File: src/rtl/tick_handler_table_dispatch_assert.svh
// ---------------------------------------------------------------------------
// tick handler table assertion macros
// shared concurrent property wrappers, clocked on clk, disabled in reset
// ---------------------------------------------------------------------------
`ifndef TICK_HANDLER_TABLE_DISPATCH_ASSERT_SVH
`define TICK_HANDLER_TABLE_DISPATCH_ASSERT_SVH

// same-cycle implication
`define THTD_ASSERT_NOW(lbl, ante, cons) \
  lbl: assert property (@(posedge clk) disable iff (rst) (ante) |-> (cons)) \
    else $error("tick handler table check failed");

// next-cycle implication
`define THTD_ASSERT_NEXT(lbl, ante, cons) \
  lbl: assert property (@(posedge clk) disable iff (rst) (ante) |=> (cons)) \
    else $error("tick handler table check failed");

`endif

File: src/rtl/thtd_pkg.sv
// ---------------------------------------------------------------------------
// thtd_pkg
// shared codes and the control word broadcast along a cell row
// ---------------------------------------------------------------------------
package thtd_pkg;

  localparam int CNT_W = 4;
  localparam int HND_W = 5;
  localparam int CMD_W = 3;
  localparam int ST_W  = 3;
  localparam int SRC_W = 2;
  localparam int ID_W  = 16;
  localparam int CFG_IDX_W = 2;
  localparam int CFG_DAT_W = 4;

  localparam logic [CMD_W-1:0] CMD_ATTACH_TICK  = 3'd0;
  localparam logic [CMD_W-1:0] CMD_ATTACH_SCHED = 3'd1;
  localparam logic [CMD_W-1:0] CMD_DETACH       = 3'd2;
  localparam logic [CMD_W-1:0] CMD_TICK         = 3'd3;
  localparam logic [CMD_W-1:0] CMD_CLEAR        = 3'd4;

  localparam logic [SRC_W-1:0] SRC_TICK   = 2'd0;
  localparam logic [SRC_W-1:0] SRC_SCHED  = 2'd1;
  localparam logic [SRC_W-1:0] SRC_STATUS = 2'd2;

  localparam logic [ST_W-1:0] ST_OK        = 3'd0;
  localparam logic [ST_W-1:0] ST_NO_SPACE  = 3'd1;
  localparam logic [ST_W-1:0] ST_NOT_FOUND = 3'd2;
  localparam logic [ST_W-1:0] ST_INVALID   = 3'd3;
  localparam logic [ST_W-1:0] ST_EMPTY     = 3'd4;

  localparam logic [CFG_IDX_W-1:0] CFG_ISR_LIMIT   = 2'd0;
  localparam logic [CFG_IDX_W-1:0] CFG_SCHED_LIMIT = 2'd1;
  localparam logic [CFG_IDX_W-1:0] CFG_CT_MODE     = 2'd2;

  typedef enum logic [1:0] {
    OP_HOLD,
    OP_ROT,
    OP_ATTACH
  } list_op_t;

  typedef struct packed {
    list_op_t          op;
    logic              init;     // reload handle pool on attach to empty list
    logic [CNT_W-1:0]  rot_len;  // entries taking part in a rotation
    logic [CNT_W-1:0]  count;    // attach position
    logic [CNT_W-1:0]  limit;    // handle pool size
    logic [HND_W-1:0]  base;     // handle offset of the list
  } list_ctrl_t;

endpackage

File: src/rtl/thtd_cell.sv
// ---------------------------------------------------------------------------
// thtd_cell
// one list entry: routine id and handle, loads from neighbor, head or attach
// ---------------------------------------------------------------------------
module thtd_cell #(
  parameter int RW  = 16,
  parameter int IDX = 0
) (
  input  logic                       clk,
  input  thtd_pkg::list_ctrl_t       ctrl,
  input  logic [RW-1:0]              nxt_routine,
  input  logic [thtd_pkg::HND_W-1:0] nxt_handle,
  input  logic [RW-1:0]              wrap_routine,
  input  logic [thtd_pkg::HND_W-1:0] wrap_handle,
  input  logic [RW-1:0]              id,
  output logic [RW-1:0]              routine,
  output logic [thtd_pkg::HND_W-1:0] handle
);

  localparam logic [5:0] IDX6 = 6'(IDX);

  logic                       take_next;
  logic                       take_wrap;
  logic                       in_limit;
  logic                       at_count;
  logic [thtd_pkg::HND_W-1:0] init_hnd;

  assign take_next = (IDX6 + 6'd1) <  {2'b00, ctrl.rot_len};
  assign take_wrap = (IDX6 + 6'd1) == {2'b00, ctrl.rot_len};
  assign in_limit  = IDX6 <  {2'b00, ctrl.limit};
  assign at_count  = IDX6 == {2'b00, ctrl.count};
  assign init_hnd  = 5'({1'b0, ctrl.base} + IDX6 + 6'd1);

  always_ff @(posedge clk) begin
    case (ctrl.op)
      thtd_pkg::OP_ROT: begin
        if (take_next) begin
          routine <= nxt_routine;
          handle  <= nxt_handle;
        end else if (take_wrap) begin
          routine <= wrap_routine;
          handle  <= wrap_handle;
        end
      end
      thtd_pkg::OP_ATTACH: begin
        if (ctrl.init && in_limit) begin
          handle <= init_hnd;
        end
        if (at_count) begin
          routine <= id;
        end
      end
      default: begin
      end
    endcase
  end

endmodule

File: src/rtl/thtd_list.sv
// ---------------------------------------------------------------------------
// thtd_list
// row of entry cells, each handing its contents to the cell below on rotation
// ---------------------------------------------------------------------------
module thtd_list #(
  parameter int DEPTH = 8,
  parameter int RW    = 16
) (
  input  logic                       clk,
  input  thtd_pkg::list_ctrl_t       ctrl,
  input  logic [RW-1:0]              id,
  input  logic [thtd_pkg::CNT_W-1:0] rd_idx,
  output logic [RW-1:0]              head_routine,
  output logic [thtd_pkg::HND_W-1:0] head_handle,
  output logic [RW-1:0]              rd_routine,
  output logic [thtd_pkg::HND_W-1:0] cnt_handle
);

  logic [RW-1:0]              r [DEPTH];
  logic [thtd_pkg::HND_W-1:0] h [DEPTH];

  for (genvar i = 0; i < DEPTH; i++) begin : g_cell
    logic [RW-1:0]              nr;
    logic [thtd_pkg::HND_W-1:0] nh;

    if (i < DEPTH - 1) begin : g_mid
      assign nr = r[i+1];
      assign nh = h[i+1];
    end else begin : g_end
      assign nr = '0;
      assign nh = '0;
    end

    thtd_cell #(
      .RW  (RW),
      .IDX (i)
    ) u_cell (
      .clk          (clk),
      .ctrl         (ctrl),
      .nxt_routine  (nr),
      .nxt_handle   (nh),
      .wrap_routine (r[0]),
      .wrap_handle  (h[0]),
      .id           (id),
      .routine      (r[i]),
      .handle       (h[i])
    );
  end

  assign head_routine = r[0];
  assign head_handle  = h[0];

  // and-or selects over the row
  always_comb begin
    rd_routine = '0;
    cnt_handle = '0;
    for (int i = 0; i < DEPTH; i++) begin
      if (6'(i) == {2'b00, rd_idx}) begin
        rd_routine = rd_routine | r[i];
      end
      if (6'(i) == {2'b00, ctrl.count}) begin
        cnt_handle = cnt_handle | h[i];
      end
    end
  end

endmodule

File: src/rtl/tick_handler_table_dispatch.sv
// ---------------------------------------------------------------------------
// tick_handler_table_dispatch
// two routine lists with recycled handles, per-tick and round-robin dispatch
// ---------------------------------------------------------------------------
// usage:
//   s_axis carries one command per beat (tuser = command, tdata = routine id
//   and handle). m_axis returns result beats (tuser = source, tdata = routine,
//   handle, status); tlast marks the final beat of a command.
//   cfg writes the limits and the cursor mode; keep it quiet while busy.
// result beats:
//   attach, clear and unknown commands: one status beat. tick: one beat per
//   tick-list entry, then at most one scheduled beat; one status beat when
//   nothing goes out. detach: the selected row rotates once over its count
//   entries while the head is compared, then the status beat. a command is
//   taken only in idle, once the previous one has loaded its final beat.
// reset:
//   counts and cursor clear, limits go to their defaults, list cells keep
//   whatever they held (read only after being written). no clearing pass.
// stall:
//   a held result stays in the output register; the next command is taken
//   into the input side meanwhile and waits until the register frees.
// ---------------------------------------------------------------------------
module tick_handler_table_dispatch #(
  parameter int MAX_TICK_SLOTS  = 8,
  parameter int MAX_SCHED_SLOTS = 8,
  parameter int ROUTINE_BITS    = 16
) (
  input  logic        clk,
  input  logic        rst,
  // command channel
  input  logic        s_axis_tvalid,
  output logic        s_axis_tready,
  input  logic [23:0] s_axis_tdata,   // routine_id[15:0], handle[20:16], zero pad
  input  logic [2:0]  s_axis_tuser,   // command[2:0]
  // result channel
  output logic        m_axis_tvalid,
  input  logic        m_axis_tready,
  output logic [23:0] m_axis_tdata,   // routine_out[15:0], handle_out[20:16], status[23:21]
  output logic [1:0]  m_axis_tuser,   // source[1:0]
  output logic        m_axis_tlast,
  // configuration writes
  input  logic        cfg_valid,
  output logic        cfg_ready,
  input  logic [1:0]  cfg_index,
  input  logic [3:0]  cfg_data
);

  `include "tick_handler_table_dispatch_assert.svh"

  localparam int RW = (ROUTINE_BITS < thtd_pkg::ID_W) ? ROUTINE_BITS : thtd_pkg::ID_W;
  // saturation points for the limit registers
  localparam int MT = (MAX_TICK_SLOTS  > 15) ? 15 : MAX_TICK_SLOTS;
  localparam int MS = (MAX_SCHED_SLOTS > 15) ? 15 : MAX_SCHED_SLOTS;
  localparam logic [3:0] MT4 = 4'(MT);
  localparam logic [3:0] MS4 = 4'(MS);

  typedef enum logic [4:0] {
    S_IDLE   = 5'b00001,
    S_STATUS = 5'b00010,
    S_TICK   = 5'b00100,
    S_SCHED  = 5'b01000,
    S_DETACH = 5'b10000
  } state_t;

  state_t state, state_next;

  // configuration
  logic [3:0] isr_limit;
  logic [3:0] sched_limit;
  logic       ct_mode;

  // list bookkeeping
  logic [3:0] tc, tc_next;
  logic [3:0] sc, sc_next;
  logic [3:0] cursor, cursor_next;

  // per-command working registers
  logic [3:0] steps, steps_next;
  logic [3:0] rot_len, rot_len_next;
  logic       det_tick, det_tick_next;
  logic [4:0] det_h, det_h_next;
  logic       found, found_next;
  logic       sched_hit, sched_hit_next;
  logic [2:0] stat, stat_next;
  logic [4:0] hnd, hnd_next;

  // output register
  logic          out_valid;
  logic [1:0]    out_src, out_src_next;
  logic [RW-1:0] out_routine, out_routine_next;
  logic [4:0]    out_hnd, out_hnd_next;
  logic [2:0]    out_stat, out_stat_next;
  logic          out_last, out_last_next;
  logic          out_load;
  logic          out_free;

  // input fields
  logic [2:0]    in_cmd;
  logic [RW-1:0] in_id;
  logic [4:0]    in_h;
  logic          in_acc;

  // effective limits
  logic [3:0] li;
  logic [3:0] ls;
  logic [4:0] li5;
  logic [4:0] lsum;

  // cursor step for a tick
  logic [4:0] cnt_step;
  logic [3:0] cur_new;
  logic       hit_new;

  // list rows
  thtd_pkg::list_ctrl_t tick_ctrl;
  thtd_pkg::list_ctrl_t sched_ctrl;
  logic [RW-1:0] t_head_routine;
  logic [4:0]    t_head_handle;
  logic [4:0]    t_cnt_handle;
  logic [4:0]    s_head_handle;
  logic [RW-1:0] s_rd_routine;
  logic [4:0]    s_cnt_handle;
  logic [4:0]    det_head;
  logic          det_match;

  assign in_cmd = s_axis_tuser;
  assign in_id  = s_axis_tdata[RW-1:0];
  assign in_h   = s_axis_tdata[20:16];

  assign s_axis_tready = (state == S_IDLE);
  assign in_acc        = s_axis_tvalid && s_axis_tready;
  assign cfg_ready     = 1'b1;

  assign out_free = !out_valid || m_axis_tready;

  assign li   = (isr_limit   > MT4) ? MT4 : isr_limit;
  assign ls   = (sched_limit > MS4) ? MS4 : sched_limit;
  assign li5  = {1'b0, li};
  assign lsum = li5 + {1'b0, ls};

  // round-robin step: constant-time mode walks limit+1 slots
  always_comb begin
    cnt_step = {1'b0, cursor} + 5'd1;
    if (ct_mode) begin
      cur_new = (cursor >= ls) ? 4'd0 : cnt_step[3:0];
      hit_new = cur_new < sc;
    end else if (sc != 4'd0) begin
      cur_new = (cnt_step >= {1'b0, sc}) ? 4'd0 : cnt_step[3:0];
      hit_new = 1'b1;
    end else begin
      cur_new = cursor;
      hit_new = 1'b0;
    end
  end

  assign det_head  = det_tick ? t_head_handle : s_head_handle;
  assign det_match = !found && (det_head == det_h);

  // sequencer
  always_comb begin
    state_next     = state;
    tc_next        = tc;
    sc_next        = sc;
    cursor_next    = cursor;
    steps_next     = steps;
    rot_len_next   = rot_len;
    det_tick_next  = det_tick;
    det_h_next     = det_h;
    found_next     = found;
    sched_hit_next = sched_hit;
    stat_next      = stat;
    hnd_next       = hnd;

    out_load         = 1'b0;
    out_src_next     = thtd_pkg::SRC_STATUS;
    out_routine_next = '0;
    out_hnd_next     = '0;
    out_stat_next    = thtd_pkg::ST_OK;
    out_last_next    = 1'b1;

    tick_ctrl.op       = thtd_pkg::OP_HOLD;
    tick_ctrl.init     = (tc == 4'd0);
    tick_ctrl.rot_len  = rot_len;
    tick_ctrl.count    = tc;
    tick_ctrl.limit    = li;
    tick_ctrl.base     = 5'd0;
    sched_ctrl.op      = thtd_pkg::OP_HOLD;
    sched_ctrl.init    = (sc == 4'd0);
    sched_ctrl.rot_len = rot_len;
    sched_ctrl.count   = sc;
    sched_ctrl.limit   = ls;
    sched_ctrl.base    = li5;

    case (state)
      S_IDLE: begin
        if (in_acc) begin
          hnd_next   = 5'd0;
          state_next = S_STATUS;
          case (in_cmd)
            thtd_pkg::CMD_ATTACH_TICK: begin
              if (tc < li) begin
                tick_ctrl.op = thtd_pkg::OP_ATTACH;
                hnd_next     = (tc == 4'd0) ? 5'd1 : t_cnt_handle;
                tc_next      = tc + 4'd1;
                stat_next    = thtd_pkg::ST_OK;
              end else begin
                stat_next = thtd_pkg::ST_NO_SPACE;
              end
            end
            thtd_pkg::CMD_ATTACH_SCHED: begin
              if (sc < ls) begin
                sched_ctrl.op = thtd_pkg::OP_ATTACH;
                hnd_next      = (sc == 4'd0) ? li5 + 5'd1 : s_cnt_handle;
                sc_next       = sc + 4'd1;
                stat_next     = thtd_pkg::ST_OK;
              end else begin
                stat_next = thtd_pkg::ST_NO_SPACE;
              end
            end
            thtd_pkg::CMD_DETACH: begin
              det_h_next = in_h;
              found_next = 1'b0;
              if (in_h == 5'd0) begin
                stat_next = thtd_pkg::ST_INVALID;
              end else if (in_h <= li5) begin
                det_tick_next = 1'b1;
                if (tc == 4'd0) begin
                  stat_next = thtd_pkg::ST_EMPTY;
                end else begin
                  steps_next   = tc;
                  rot_len_next = tc;
                  state_next   = S_DETACH;
                end
              end else if (in_h <= lsum) begin
                det_tick_next = 1'b0;
                if (sc == 4'd0) begin
                  stat_next = thtd_pkg::ST_EMPTY;
                end else begin
                  steps_next   = sc;
                  rot_len_next = sc;
                  state_next   = S_DETACH;
                end
              end else begin
                stat_next = thtd_pkg::ST_INVALID;
              end
            end
            thtd_pkg::CMD_TICK: begin
              cursor_next    = cur_new;
              sched_hit_next = hit_new;
              stat_next      = thtd_pkg::ST_EMPTY;
              if (tc != 4'd0) begin
                steps_next   = tc;
                rot_len_next = tc;
                state_next   = S_TICK;
              end else if (hit_new) begin
                state_next = S_SCHED;
              end
            end
            thtd_pkg::CMD_CLEAR: begin
              tc_next     = 4'd0;
              sc_next     = 4'd0;
              cursor_next = 4'd0;
              stat_next   = thtd_pkg::ST_OK;
            end
            default: begin
              stat_next = thtd_pkg::ST_INVALID;
            end
          endcase
        end
      end
      S_STATUS: begin
        if (out_free) begin
          out_load      = 1'b1;
          out_hnd_next  = hnd;
          out_stat_next = stat;
          state_next    = S_IDLE;
        end
      end
      S_TICK: begin
        // emit the head and rotate it to the tail of the occupied part
        if (out_free) begin
          out_load         = 1'b1;
          out_src_next     = thtd_pkg::SRC_TICK;
          out_routine_next = t_head_routine;
          out_last_next    = (steps == 4'd1) && !sched_hit;
          tick_ctrl.op     = thtd_pkg::OP_ROT;
          steps_next       = steps - 4'd1;
          if (steps == 4'd1) begin
            state_next = sched_hit ? S_SCHED : S_IDLE;
          end
        end
      end
      S_SCHED: begin
        if (out_free) begin
          out_load         = 1'b1;
          out_src_next     = thtd_pkg::SRC_SCHED;
          out_routine_next = s_rd_routine;
          state_next       = S_IDLE;
        end
      end
      S_DETACH: begin
        // matched entry lands at the tail, then the rotation shrinks around it
        if (det_tick) begin
          tick_ctrl.op = thtd_pkg::OP_ROT;
        end else begin
          sched_ctrl.op = thtd_pkg::OP_ROT;
        end
        steps_next = steps - 4'd1;
        if (det_match) begin
          found_next   = 1'b1;
          rot_len_next = rot_len - 4'd1;
          if (det_tick) begin
            tc_next = tc - 4'd1;
          end else begin
            sc_next = sc - 4'd1;
          end
        end
        if (steps == 4'd1) begin
          stat_next  = (found || det_match) ? thtd_pkg::ST_OK : thtd_pkg::ST_NOT_FOUND;
          hnd_next   = 5'd0;
          state_next = S_STATUS;
        end
      end
      default: begin
        state_next = S_IDLE;
      end
    endcase
  end

  // control state
  always_ff @(posedge clk) begin
    if (rst) begin
      state       <= S_IDLE;
      tc          <= 4'd0;
      sc          <= 4'd0;
      cursor      <= 4'd0;
      out_valid   <= 1'b0;
      isr_limit   <= 4'd8;
      sched_limit <= 4'd8;
      ct_mode     <= 1'b0;
    end else begin
      state  <= state_next;
      tc     <= tc_next;
      sc     <= sc_next;
      cursor <= cursor_next;
      if (out_load) begin
        out_valid <= 1'b1;
      end else if (m_axis_tready) begin
        out_valid <= 1'b0;
      end
      if (cfg_valid && cfg_ready) begin
        case (cfg_index)
          thtd_pkg::CFG_ISR_LIMIT:   isr_limit   <= cfg_data;
          thtd_pkg::CFG_SCHED_LIMIT: sched_limit <= cfg_data;
          thtd_pkg::CFG_CT_MODE:     ct_mode     <= cfg_data[0];
          default: begin
          end
        endcase
      end
    end
  end

  // working and payload registers
  always_ff @(posedge clk) begin
    steps     <= steps_next;
    rot_len   <= rot_len_next;
    det_tick  <= det_tick_next;
    det_h     <= det_h_next;
    found     <= found_next;
    sched_hit <= sched_hit_next;
    stat      <= stat_next;
    hnd       <= hnd_next;
    if (out_load) begin
      out_src     <= out_src_next;
      out_routine <= out_routine_next;
      out_hnd     <= out_hnd_next;
      out_stat    <= out_stat_next;
      out_last    <= out_last_next;
    end
  end

  thtd_list #(
    .DEPTH (MAX_TICK_SLOTS),
    .RW    (RW)
  ) u_tick_list (
    .clk          (clk),
    .ctrl         (tick_ctrl),
    .id           (in_id),
    .rd_idx       (4'd0),
    .head_routine (t_head_routine),
    .head_handle  (t_head_handle),
    .rd_routine   (),
    .cnt_handle   (t_cnt_handle)
  );

  thtd_list #(
    .DEPTH (MAX_SCHED_SLOTS),
    .RW    (RW)
  ) u_sched_list (
    .clk          (clk),
    .ctrl         (sched_ctrl),
    .id           (in_id),
    .rd_idx       (cursor),
    .head_routine (),
    .head_handle  (s_head_handle),
    .rd_routine   (s_rd_routine),
    .cnt_handle   (s_cnt_handle)
  );

  assign m_axis_tvalid = out_valid;
  assign m_axis_tdata  = {out_stat, out_hnd, thtd_pkg::ID_W'(out_routine)};
  assign m_axis_tuser  = out_src;
  assign m_axis_tlast  = out_last;

  // checks
  `THTD_ASSERT_NOW(a_tc_range, 1'b1, tc <= MT4 && sc <= MS4)
  `THTD_ASSERT_NOW(a_detach_len, state == S_DETACH, rot_len != 4'd0 && steps != 4'd0)
  `THTD_ASSERT_NEXT(a_tick_end, state == S_TICK && out_free && steps == 4'd1 && !sched_hit,
                    state == S_IDLE && out_last)
  `THTD_ASSERT_NEXT(a_det_dec, state == S_DETACH && det_match && det_tick,
                    tc == $past(tc) - 4'd1)

endmodule

File: config.mk
export PLATFORM = sky130hd
export DESIGN_NAME = tick_handler_table_dispatch
export DESIGN_NICKNAME = d
export VERILOG_FILES = /design/src/rtl/thtd_pkg.sv /design/src/rtl/thtd_cell.sv /design/src/rtl/thtd_list.sv /design/src/rtl/tick_handler_table_dispatch.sv
export VERILOG_INCLUDE_DIRS = /design/src /design/src/rtl
export SDC_FILE = /design/constraint.sdc
export NUM_CORES = 1
export LEC_CHECK = 0
export BUFFER_PORTS_ARGS = -buffer_cell sky130_fd_sc_hd__buf_2
export CAP_MARGIN = 25
export CORE_MARGIN = 1
export CORE_UTILIZATION = 64
export CTS_BUF_LIST = sky130_fd_sc_hd__clkbuf_16
export DETAILED_ROUTE_END_ITERATION = 10
export HOLD_SLACK_MARGIN = 0.08
export MAX_ROUTING_LAYER = met4
export PLACE_DENSITY = 0.79
export SYNTH_ARGS = -nofsm -noshare
export SYNTH_HDL_FRONTEND = slang
export SYNTH_HIERARCHICAL = 1
export SYNTH_SLANG_ARGS = --single-unit
File: constraint.sdc
create_clock -name clk -period 6.9 [get_ports clk]
set_input_delay 1.38 -clock clk [delete_from_list [all_inputs] [get_ports clk]]
set_output_delay 1.38 -clock clk [all_outputs]
set_load 0.02 [all_outputs]
# Word-level counts from Yosys, hierarchy flattened
# Index checks and enable logic that the tools add are counted.
# classes
addsub	23
n_lt_le_gt_ge	33
eq_ne	115
mux	243
bitwise	22
n_reduce_logical	90
# ops
op	n
16-bit two-way mux	56
16-bit one-hot mux with 2 select lines	17
5-bit two-way mux	79
5-bit one-hot mux with 2 select lines	19
16-bit OR	7
3-bit AND reduction	35
4-bit two-way mux	26
2-bit inequality test (second input constant)	39
5-bit OR	14
3-bit by 4-bit == test with 1-bit output (first input constant)	16
4-bit one-hot mux with 2 select lines	7
3-bit by 4-bit < comparator with 1-bit output (first input constant)	12
3-bit inequality test (second input constant)	12
5-bit by 1-bit adder with 5-bit output (second input constant)	7
2-bit by 4-bit == test with 1-bit output (first input constant)	8
3-bit by 1-bit inequality test with 1-bit output (second input constant)	10
2-bit by 4-bit < comparator with 1-bit output (first input constant)	6
3-bit two-way mux	7
4-bit by 3-bit adder with 5-bit output (second input constant)	4
1-bit by 4-bit < comparator with 1-bit output (first input constant)	5
5-bit one-hot mux with 4 select lines	1
1-bit logical AND	19
2-bit two-way mux	9
9-bit AND reduction	2
53 further kinds	109
# totals
register_bits	414
inputBits	38
wordCells	579

# Depth between registers and ports, before layout
# Gate-level depths: netlist of the first run.
# depth
depth_word	21
mapped_depth	14

# Modules after synthesis
# The synthesis of the first run kept the hierarchy.
# modules_own_cells
module	n_inst	cells_each	area_each_um2	seq_area_each_um2
tick_handler_table_dispatch	1	512	4909.7	2072.0
thtd_list	2	151	1438.9	0.0
thtd_cell at u_sched_list.g_cell[4].u_cell ...	2	128	1436.4	630.6
thtd_cell at u_sched_list.g_cell[5].u_cell ...	2	127	1393.8	630.6
thtd_cell at u_sched_list.g_cell[0].u_cell ...	2	127	1315.0	630.6
thtd_cell at u_sched_list.g_cell[6].u_cell ...	2	109	1237.4	630.6
thtd_cell at u_sched_list.g_cell[2].u_cell ...	2	106	1217.4	630.6
thtd_cell at u_sched_list.g_cell[1].u_cell ...	2	102	1183.6	630.6
thtd_cell at u_sched_list.g_cell[3].u_cell ...	2	83	1161.1	630.6
thtd_cell at u_sched_list.g_cell[7].u_cell ...	2	121	1123.6	630.6

# Least setup slack after synthesis of the first run
# Ideal clock, no wire load.
# synth_path
kind	in2reg
start	input s_axis_tuser[1]
end	register u_tick_list.g_cell[3].u_cell.routine[0] (enable)
arrival_ps	4777
required_time_ps	6464
slack_ps	1687
cell_stages	5
n_path_buf	0
cell_sequence	a2111oi_1 > or2b_1 > nor2_1 > nand2b_4 > o41ai_1
# synth_rtl
item	line_no	source
from (decl)	tick_handler_table_dispatch.sv:34	input logic [2:0] s_axis_tuser,
to (signal assigned)	thtd_cell.sv:38	routine <= nxt_routine;
to (signal assigned)	thtd_cell.sv:41	routine <= wrap_routine;
to (signal assigned)	thtd_cell.sv:50	routine <= id;
to (decl)	thtd_cell.sv:16	output logic [RW-1:0] routine,

==> qor.yml, run 1 <==
unrepaired_setup_endpoints_after_global_routing: "no"
timing.hold.worst_endpoint: "sched_limit[2]"
drc: 3
fmax_mhz: 208
holdPathStages: 2
post_cts.resized_instances: 0
detailedPlace.worstSlack_ns: 1.88
max_cap_violations: 0
grtUsageTotal_pct: 36.2
clock_slew_at_reported_path_ffs_ns: 0.06
power_per_cell_area_nw_per_um2: 275
cts_buffers: 46
yosysWarningCount: 6
cts_root_buf: "clkbuf_16"
dieArea_um2: 42700
synthCells: 2506
fin_ws_ns: 2.09
grt_max_degree: 54
postRouteAntennaNets: 0
reg2reg_setup_slack_ns: 2.09
worst_hold_startpoint: "sched_limit[2]"
drive_above_1_share_pct: 20.6
clock_tree_from_tritoncts: "built"
finish.net_count: 2722
floorplan.die.height_um: 207
i_o_pin_count: 68
placement_rows: 74
vdd_ir_drop_max_uv: 193
num_antenna_cells: 0
timing.final.max_slew_violations: 0
tritoncts_num_sinks: 414
ctsHtreeMaxLevel: 2
r2r_start: "tc[2]"
hold-worst-slack_ns: 0.517
final_hold_viol_count: 0
drtIter0Drc: 2352
layout_worst_path_cycle_share_pct: 69.7
detail_route.vias_per_cell: 6.59
worst_ep_arrival_time_ns: 5.03
timing.hold.worst.class: "flip-flop to flip-flop"
switching_share_of_power_pct: 32.6
grt_first_pass_wirelength_um: 115000
route.final.wire_length_um: 74300
crit_required_ns: 7.12
cts_max_path_bufs: 3
intPower_uw: 5380
clock_skew_ns: 0.0146
ctsHoldBuffers: 0
cts_post_setup_buffers_inserted: 0
vias_in_the_first_global_route: 20400
initial_antenna_violation_count: 0
post-place-cells: 3107
p_clk_share_pct: 31.9
period_needed_ns: 4.81
register_to_register_path_depth: 10
share_comb_of_total_power_pct: 28.9
worst_pin_slew_ns: 1.13
maxSlewHeadroom_pct: 24.7
status: "complete, but fails checks"
synthesis.area_per_instance_um2: 10.7
setup_viol: 0
crit_path_category: "flip-flop to flip-flop"
critical_path_start_type: "flip-flop"
floorplan.die.width_um: 207
netlist_area_um2: 26800
floorplan.core_area_um2: 41100
share_seq_of_total_power_pct: 39.2
total_switching_power_uw: 2600
fin_tns_setup_ns: 0
routabilityCongestion: 0.909
globalRoute.totalOverflow: 0
num_vias: 21000
clkLatencyLatePin_ns: 0.59
setup.worst_path.end_class: "flip-flop"
critical_path_peak_fanout: 41
final_cells: 3193
failed_checks: "design-rule violations"
detailedPlacementHpwl_um: 47800
detail_route.wl_per_cell_um: 23.3
drtPass1Iterations: 11
leakage_uw: 0.0104
numPortBuffers: 63
initial_utilization_pct: 65.2
area_growth_syn_to_layout_pct: 8.04
rr_endpoint: "u_tick_list/g_cell[2].u_cell/handle[4]"
-- state kept, by name, summed over array words and instances, names as in the netlist, 2 cells and up --
register / flops
steps: 4
out_stat: 3
u_tick_list/g_cell.u_cell/routine: 128
state: 5
out_routine: 16
isr_limit: 4
hnd: 5
u_sched_list/g_cell.u_cell/routine: 128
stat: 3
det_h: 5
u_tick_list/g_cell.u_cell/handle: 40
rot_len: 4
sc: 4
tc: 4
m_axis_tuser: 2
cursor: 4
sched_limit: 4
out_hnd: 5
u_sched_list/g_cell.u_cell/handle: 40
-- worst max-delay path: stages (launching register included) --
cell and delay [ns]:
dfxtp_1 0.91, ha_1 0.37, a21oi_1 0.12, o21ai_0 0.09, a2111oi_1 0.67, or2b_1 0.31, nor2_1 0.09, buf_4 0.30
nor2b_4 0.82, nand2_1 0.10, o21ai_0 0.63
-- power by group through the flow --
stage	Combinational, uW	Clock, uW	Sequential (uW)
after global placement	2120	0	3170
after CTS	2240	2570	3120
after detailed placement	2220	0	3170
after floorplan	1750	0	3220
final	2310	2550	3130
after global routing	2460	2660	3140
-- routing by layer --
| layer | vias to the layer above | part of all wire (%) | GRT usage [%] |
|---|---|---|---|
| li1 | 9416 | - | - |
| met1 | 10100 | 39 | 46.7 |
| met2 | 1267 | 47 | 56.8 |
| met3 | 215 | 10 | 5.78 |
| met4 | 0 | 3.9 | 15.4 |
| met5 | - | 0 | - |
-- area by class of cell --
cell class | count | area, um2
clock buffers | 47 | 1180
clock inverters | 32 | 347
multi-input cells | 1994 | 13600
repair buffers | 118 | 846
flip-flops and latches | 414 | 12200
well taps | 532 | 666
inverters | 56 | 210
fillers | 3003 | 12100
-- worst max path at each step --
stage	start	end	cells past startpoint
after floorplan	s_axis_tuser[1]	u_tick_list/g_cell[3].u_cell/routine[0]	5
after global routing	tc[2]	u_tick_list/g_cell[2].u_cell/handle[4]	10
final	tc[2]	u_tick_list/g_cell[2].u_cell/handle[4]	10
after detailed placement	s_axis_tuser[0]	u_sched_list/g_cell[0].u_cell/routine[14]	8
after global placement	s_axis_tuser[0]	u_sched_list/g_cell[0].u_cell/routine[8]	8
after CTS	sched_limit[3]	u_sched_list/g_cell[0].u_cell/routine[10]	10
-- layout by cell type (no fill, tap or decap), types with 10 or more instances in the layout --
cell type and instances:
ha_1 53, edfxtp_1 387, o22a_1 17, nor3b_1 10
nand3_1 16, o21ai_0 71, and2_1 35, o21ai_2 10
nor2_1 226, o22ai_1 13, xor2_1 39, o21ai_1 38
a221o_1 52, buf_2 63, a31oi_1 48, a22oi_2 18
nor2_2 19, mux2_1 12, o221ai_2 10, nand3b_1 10
and2_2 18, inv_1 60, nand2_1 286, nor2b_4 10
nor3_1 25, dfxtp_1 26, nand2_2 40, nor2b_1 14
a21oi_1 131, a21oi_2 185, mux2i_1 239, clkbuf_16 47
conb_1 126, nand2b_1 19, buf_4 45, a22o_1 17
-- per-stage QoR --
stage          cell area [um2]  utilization (%)  total power (uW)
3_5_place_dp             27300             66.5              5400
6_report                 29000             70.5              7980
4_1_cts                  28800             70.2              7930
2_1_floorplan            27300                -              4980
3_3_place_gp             27300             66.3              5290
5_1_grt                  29000             70.5              8260
No activity file was read; power rests on OpenSTA's default activity.
==> inputs of run 2 (changes only) <==
==> constraint.sdc (replaced) <==
create_clock -name clk -period 4.5 [get_ports clk]
set_input_delay 0.9 -clock clk [delete_from_list [all_inputs] [get_ports clk]]
set_output_delay 0.9 -clock clk [all_outputs]
set_load 0.02 [all_outputs]
==> run 2 against run 1 <==
  * The flow still finishes with violations (design-rule violations)
  * Clock power up 49%
  * Register-to-register slack got worse by 1.6 ns
  * Combinational power grew 55%
  * Clock-buffer cell count did not move
  * Sequential share of layout area is 0.24 points lower
  * Largest power group unchanged
  * Highest routed layer unchanged
==> qor.yml, run 2 (synthesized netlist as in run 1, its figures left out) <==
layout_commonest_cell: "edfxtp_1"
p_total_uw: 12200  # +53%
worst_pin_slew_ns: 1.14  # +0.0165 ns
path_cells: "inv_1, nand2_1, inv_1, ha_1, a21o_1, a21oi_1, xor2_1, ha_1, o21a_1, o31ai_1, a21oi_1, a211oi_1, o22ai_1, a221oi_1"
hold-worst-slack_ns: 0.517  # +0.000175 ns
timing.hold.worst.class: "flip-flop to flip-flop"
maxSlewHeadroom_pct: 23.7  # -0.94 points
vdd_ir_drop_max_uv: 293  # +51%
num_antenna_cells: 0  # unchanged
fin_tns_setup_ns: 0  # unchanged
unrepaired_setup_endpoints_after_global_routing: "no"
ctsHoldBuffers: 0  # unchanged
fmax_mhz: 251  # +21%
max_cap_violations: 0  # unchanged
drive_above_1_share_pct: 21.1  # +0.46 points
layout.cells.most_common_list: "387 x edfxtp_1, 286 x nand2_1, 239 x mux2i_1"
fin_ws_ns: 0.516  # -1.57 ns
initial_utilization_pct: 65.2  # unchanged
detailroute.wirelength.met3_um: 7450  # -2.9%
clock_tree_from_tritoncts: "built"
cts_buffers: 46  # unchanged
post_cts.resized_instances: 0  # unchanged
worst_ep_arrival_time_ns: 4.20  # -0.83 ns
final_hold_viol_count: 0  # unchanged
critical_path_start_type: "flip-flop"
crit_path_category: "flip-flop to flip-flop"
detail_route.wl_per_cell_um: 23.0  # -0.93%
critical_path_peak_fanout: 12  # -71%
floorplan.core_area_um2: 41100  # unchanged
floorplan.die.height_um: 207  # unchanged
vias_in_the_first_global_route: 20300  # -0.42%
finish.net_count: 2743  # +0.77%
worst_hold_startpoint: "sched_limit[1]"
area_growth_syn_to_layout_pct: 8.67
reg.largest.list: "u_sched_list/g_cell.u_cell/routine (128), u_tick_list/g_cell.u_cell/routine (128)"
postRouteAntennaNets: 0  # unchanged
crit_start: "sched_limit[3]"
routabilityCongestion: 0.917  # +0.88%
cts_root_buf: "clkbuf_16"
wl_met1_um: 29500  # +2.2%
drc: 6  # +3
initial_antenna_violation_count: 0  # unchanged
cts_max_path_bufs: 3  # unchanged
numPortBuffers: 63  # unchanged
clkLatencyLatePin_ns: 0.59  # about the same
power_per_cell_area_nw_per_um2: 418  # +52%
detailroute.wirelength.met2_um: 34400  # -1.3%
status: "complete, but fails checks"
clock_slew_at_reported_path_ffs_ns: 0.06  # about the same
detailedPlacementHpwl_um: 48500  # +1.4%
crit_required_ns: 4.72  # -2.40 ns
r2r_start: "sched_limit[3]"
floorplan.die.width_um: 207  # unchanged
drtIter0Drc: 2358  # +0.26%
dieArea_um2: 42700  # unchanged
detail_route.vias_per_cell: 6.53  # -0.85%
critical_path.slowest_cell: "a221oi_1"
setup.worst_path.end_class: "flip-flop"
layout_worst_path_cycle_share_pct: 88.5  # +19 points
highest_layer: "met4"
placement_rows: 74  # unchanged
timing.critical_path.slowest_cell_delay_ns: 0.66  # -0.25 ns
cts_post_setup_buffers_inserted: 0  # unchanged
grt_first_pass_wirelength_um: 114000  # -0.27%
grtUsageTotal_pct: 35.8  # -0.34 points
timing.final.max_slew_violations: 0  # unchanged
i_o_pin_count: 68  # unchanged
detailedPlace.worstSlack_ns: 0.503  # -1.38 ns
route.final.wire_length_um: 74200  # about the same
grt_max_degree: 55  # +1.9%
globalRoute.totalOverflow: 0  # unchanged
ctsHtreeMaxLevel: 2  # unchanged
setup_viol: 0  # unchanged
clock_skew_ns: 0.0235  # +0.00884 ns
failed_checks: "design-rule violations"
drtPass1Iterations: 9  # -2
tritoncts_num_sinks: 414  # unchanged
leakage_uw: 0.0105  # +0.97%
num_vias: 21000  # -0.014%
period_needed_ns: 3.98  # -0.828 ns
run 2: metrics by stage:
| stage | area, um2 | utilization, % | instances |
|---|---|---|---|
| floorplan | 27300 | - | 2628 |
| global placement | 27500 | 66.8 | 3126 |
| detailed placement | 27500 | 66.9 | 3129 |
| CTS | 29000 | 70.6 | 3214 |
| global route | 29100 | 70.9 | 3220 |
| finish | 29100 | 70.9 | 3220 |
run 2: area by class of cell:
cell class / count / area (um2)
Timing Repair Buffer: 139 / 1020
Multi-Input combinational cell: 1994 / 13600
Clock buffer: 47 / 1180
Fill cell: 3037 / 12000
Inverter: 56 / 210
Sequential cell: 414 / 12200
Clock inverter: 38 / 325
Tap cell: 532 / 666
run 2: per-layer routing:
metal / up-vias / GRT usage, %
li1: 9472 / -
met1: 10100 / 46.8
met2: 1266 / 55.6
met3: 206 / 5.87
met4: 0 / 14.9
met5: - / -
run 2: worst paths after layout:
check | end | slack, ns | depth (start not counted)
setup / recovery | steps[0] | 0.52 | 14
hold reg to reg | sched_limit[1] | 0.52 | 2
setup reg to reg | steps[0] | 0.52 | 14
hold / removal | sched_limit[1] | 0.52 | 2
run 2: worst max-delay path: cells and delay by family, from the launching register on:
family          cells  cell delay [ns]
compound gates      8             1.72
flops               1             0.58
fa+ha+maj           2             0.57
buf+inv             2             0.36
simple gates        1             0.22
xor+xnor            1             0.17
run 2: report_power, final:
part           internal, uW  switching, uW  leakage, uW
Clock                  2230           1570     0.000769
Sequential             4620            200      0.00372
Combinational          1330           2240      0.00602
Total                  8180           4010       0.0105
